[src/hw/rtl/pmc_pkg.sv]
// ----------------------------------------------------------------------------
// pmc_pkg - point multiplicity counter package
// Sizes, token type and controller states shared by the cell chain and top.
// ----------------------------------------------------------------------------
package pmc_pkg;

	localparam int MAX_POINTS = 64;   // chain length, 2..64
	localparam int COORD_W    = 32;
	localparam int IDX_W      = 6;    // point_index width
	localparam int CNT_W      = 7;    // multiplicity / load count width

	// point travelling down the chain toward its own cell
	typedef struct packed {
		logic                      vld;
		logic signed [COORD_W-1:0] x;
		logic signed [COORD_W-1:0] y;
		logic                      miss;
		logic [IDX_W-1:0]          idx;   // destination cell
		logic [CNT_W-1:0]          cnt;   // matches seen so far
	} tok_t;

	typedef enum logic [1:0] {
		ST_LOAD,
		ST_DRAIN,
		ST_EMIT
	} state_t;

endpackage

[src/hw/rtl/pmc_cell.sv]
// ----------------------------------------------------------------------------
// pmc_cell - one point slot of the chain
// Holds one point and its count; compares the passing token, stores it when
// the token reaches its own slot, shifts counts toward cell 0 on readout.
// ----------------------------------------------------------------------------
module pmc_cell (
	input  logic                    clk,
	input  logic                    arst_n,
	input  logic [pmc_pkg::IDX_W-1:0] idx,     // position of this cell
	input  pmc_pkg::tok_t           tok_up,  // token from previous cell
	output pmc_pkg::tok_t           tok_dn,  // token to next cell
	input  logic                    shift,   // readout advance
	input  logic [pmc_pkg::CNT_W-1:0] cnt_nb, // count of next cell
	output logic [pmc_pkg::CNT_W-1:0] cnt
);
	import pmc_pkg::*;

	logic signed [COORD_W-1:0] x_q, y_q;
	logic                      miss_q;
	logic [CNT_W-1:0]          cnt_q;
	logic                      here, hit;

	// outgoing token: valid bit under reset, payload free-running
	logic                      vld_q;
	logic signed [COORD_W-1:0] xd_q, yd_q;
	logic                      missd_q;
	logic [IDX_W-1:0]          idxd_q;
	logic [CNT_W-1:0]          cntd_q;

	// token destined for this slot, or an equal real point passing by
	assign here = tok_up.vld && (tok_up.idx == idx);
	assign hit  = tok_up.vld && !here && !tok_up.miss && !miss_q &&
		(tok_up.x == x_q) && (tok_up.y == y_q);

	always_ff @(posedge clk) begin
		if (here) begin
			x_q    <= tok_up.x;
			y_q    <= tok_up.y;
			miss_q <= tok_up.miss;
			cnt_q  <= tok_up.miss ? '0 : tok_up.cnt + CNT_W'(1);
		end else if (hit) begin
			cnt_q  <= cnt_q + CNT_W'(1);
		end else if (shift) begin
			cnt_q  <= cnt_nb;
		end
	end

	always_ff @(posedge clk or negedge arst_n) begin
		if (!arst_n) begin
			vld_q <= 1'b0;
		end else begin
			vld_q <= tok_up.vld && !here;
		end
	end

	always_ff @(posedge clk) begin
		xd_q    <= tok_up.x;
		yd_q    <= tok_up.y;
		missd_q <= tok_up.miss;
		idxd_q  <= tok_up.idx;
		cntd_q  <= tok_up.cnt + CNT_W'(hit);
	end

	assign tok_dn = '{vld: vld_q, x: xd_q, y: yd_q, miss: missd_q, idx: idxd_q,
		cnt: cntd_q};

	assign cnt = cnt_q;

endmodule

[config.mk]
export PLATFORM = sky130hd
export DESIGN_NAME = pmc_cell
export DESIGN_NICKNAME = d
export VERILOG_FILES = /design/src/hw/rtl/pmc_pkg.sv /design/src/hw/rtl/pmc_cell.sv
export SDC_FILE = /design/constraint.sdc
export NUM_CORES = 1
export LEC_CHECK = 0
export ABC_AREA = 1
export ABC_CLOCK_PERIOD_IN_PS = 2000
export BUFFER_PORTS_ARGS = -buffer_cell sky130_fd_sc_hd__clkbuf_2
export CORE_ASPECT_RATIO = 0.7
export CORE_MARGIN = 2
export CORE_UTILIZATION = 28
export DETAILED_ROUTE_END_ITERATION = 7
export HOLD_SLACK_MARGIN = 0.12
export PLACE_DENSITY_LB_ADDON = 0.25
export SYNTH_ARGS = -nofsm -noshare
export SYNTH_HDL_FRONTEND = slang
export SYNTH_SLANG_ARGS = --single-unit
[constraint.sdc]
create_clock -name clk -period 2 [get_ports clk]
set_input_delay 0.3 -clock clk [delete_from_list [all_inputs] [get_ports clk]]
set_output_delay 0.3 -clock clk [all_outputs]
set_load 0.005 [all_outputs]
==> run metrics <==
Cell variety after synth 21; Ports 181; Slew headroom 75.2%; I/O Buffers 180; Min-Delay Path Class in2reg; Worst Reg-to-Reg Cells 11; Max Cap Viol 0; die height 122 µm; Wirelength per Cell 12.3 µm; RD Place Congestion 0.776; H-tree depth 4; Cell Area, Synth 0.00561 mm²; clock root buffer master clkbuf_16; fin crit period 1910 ps; synth top area cells edfxtp_1 (39%), dfxtp_1 (28%), nand2_1 (10%), inv_1 (6.3%), nor2_1 (4.0%); Final ANT Viol Nets 0; register area share after synthesis 66.8%; Nets 938; Peak supply drop 0.523 mV; reg2reg setup slack 130 ps; Reg clk slew, reported paths 60 ps; vias in the first global route 4151; Total Routing Usage GR 13.3%; via/cell ratio 3.93; dpl cells 1018; Layout area overhead 49.9%; Clock Latency Late Sink 420 ps; largest fanout on the critical path 8; filler cell count in the final layout 1902; Final Hold Fails 0; Seq cells post-synth 151; syn nets 649; fin cells 1122; cell accounting for the most synthesized area edfxtp_1; via count 4411; setup total negative slack 0 ps; number of DRC markers in iteration 0 197; Starting Density 28.4%; clock tree sinks 151; cell row count 43; core box area 0.0197 mm²; largest net degree at the start of global routing 36; worst r2r dst cnt[6]; reg2reg start y_q[3]; CP required 2100 ps; Die ar. 0.0212 mm²; Synth Instances 550; Die W 173 µm; First-pass DRT Iterations 5; fraction of layout cells with a size suffix above 1 31.0%; CP endpoint kind flip-flop; DRC viols 0; Worst EP arrival 2020 ps; CTS tree yes; clock tree buffer depth 2; worst hold endpoint y_q[10]; Warnings, synthesis 0; startpoint types input port; first-pass GRT wire length 21400 µm; status completed; fin. max-slew vios 0; syn_area_per_cell 10.2 µm²; Achievable Freq 0.523 GHz; grt ovf 0; # setup viols final 0; Setup CP Type in2reg; PwrDens 848 mW/mm²; ANT cells 0; DPL Wire Length 9430 µm; clk_skew 9.83 ps; Static Leak 4.06 nW; Worst Min Path Start tok_up[24]; routed wire length 13800 µm; unrepaired setup endpoints after global routing false; initial antenna violation count 0; hold depth 1; fin crit share 95.6%; CTS buffer count 17; worst slew pin tran 371 ps; post-synth top area share 38.6%
sequential cells by signal, indices dropped and copies added, names as in the netlist:
name     cells
vld_q        1
y_q         32
miss_q       1
idxd_q       6
xd_q        32
cnt          7
x_q         32
missd_q      1
cntd_q       7
yd_q        32
routing by layer:
layer	up-vias	wire length, µm	track usage, %
met4	0	104	4.13
met5	-	0	0
met1	1964	7280	19.5
met3	11	1060	4.83
met2	143	5360	18.1
li1	2293	-	-
where the power goes:
group / internal, W / total, W / switching (W)
Clock: 0.00180 / 0.00312 / 0.00131
Combinational: 0.000323 / 0.000615 / 0.000292
Sequential: 0.00335 / 0.00339 / 0.0000425
final cells by class:
type | count | area (µm²) | area share, %
repair buffers | 272 | 1800 | 21.5
multi-input cells | 301 | 1570 | 18.7
inverters | 96 | 364 | 4.33
clock buffers | 21 | 460 | 5.48
flip-flops and latches | 151 | 3750 | 44.6
clock inverters | 11 | 115 | 1.37
well taps | 270 | 338 | 4.02
worst max-delay path by stage:
stage	from	endpoint	slack (ps)
after floorplan	tok_up[8]	cnt[0]	-190
after global placement	tok_up[55]	cntd_q[6]	-110
after detailed placement	tok_up[55]	cntd_q[6]	-150
after CTS	y_q[15]	cntd_q[6]	-6
after global routing	y_q[15]	cntd_q[6]	5
final	tok_up[56]	cnt[6]	90
critical path: stages:
cell and delay (ps):
dlygate4sd3_1 530, clkbuf_2 130, xor2_1 140, nor2_1 100, nand3_1 180, nor2_8 170, nand3_4 90, buf_4 170
nand2_2 190
synth_stat cells (all sizes together):
master	number
o21ai	11
nand4	8
nand3	19
edfxtp	72
dfxtp	78
buf	2
inv	96
ha	4
xnor2	17
o22ai	4
nand2	158
nor2	65
xor2	15
dfrtp	1
layout by cell type, fill, tap and decap left out, types with 2 or more instances in the layout:
master         Yosys  routed
nand4_1            7       7
xor2_1            15      15
nor2_2             2      10
nand3_1           18      16
ha_1               4       2
nor2_1            60      50
nand3_2            0       2
dfxtp_1           78      78
o22ai_1            4       4
clkbuf_1           0       2
nand2_1          154     150
inv_6              0       4
clkinvlp_4         0       3
nor2_8             3       3
buf_4              2      18
clkbuf_2           0     179
o21ai_1           10      10
edfxtp_1          72      72
inv_1             94      90
dlygate4sd3_1      0      72
buf_12             0       2
xnor2_1           17      17
nand2_4            0       2
inv_2              2       5
nor2_4             0       2
ha_4               0       2
clkbuf_16          0      17
nand2_2            4       6
clkbuf_8           0       2
clkinv_4           0       4
cell families (layout without fill, tap and decap cells):
group | count (synthesis) | in the layout | share of synthesized area, %
fa+ha+maj | 4 | 4 | 0.892
xor+xnor | 32 | 32 | 5.00
buf+inv | 98 | 400 | 6.69
simple gates | 250 | 250 | 19.1
flops | 151 | 151 | 66.8
compound gates | 15 | 15 | 1.43
metrics by stage:
stage	cell area [µm²]	setup WS (ps)	hold slack [ps]	total power (W)	util (%)
after CTS	8360	-6.33	124	0.00721	42.3
after global placement	7040	-112	75.3	0.00395	35.6
after global routing	8400	4.85	128	0.00741	42.6
final	8400	88.4	146	0.00712	42.6
after detailed placement	7040	-155	75.6	0.00395	35.6
after floorplan	5640	-187	4.41	0.00364	-
repair_timing:
action / 4_1_cts / 5_1_grt
endpoints found under the hold margin: 124 / 0
pin swaps: 1 / 8
gates resized for setup: 4 / 13
endpoints found under the setup margin: 11 / 18
hold buffers: 73 / 0
setup buffers: 0 / 0
Power figures use the tool's default switching activity.
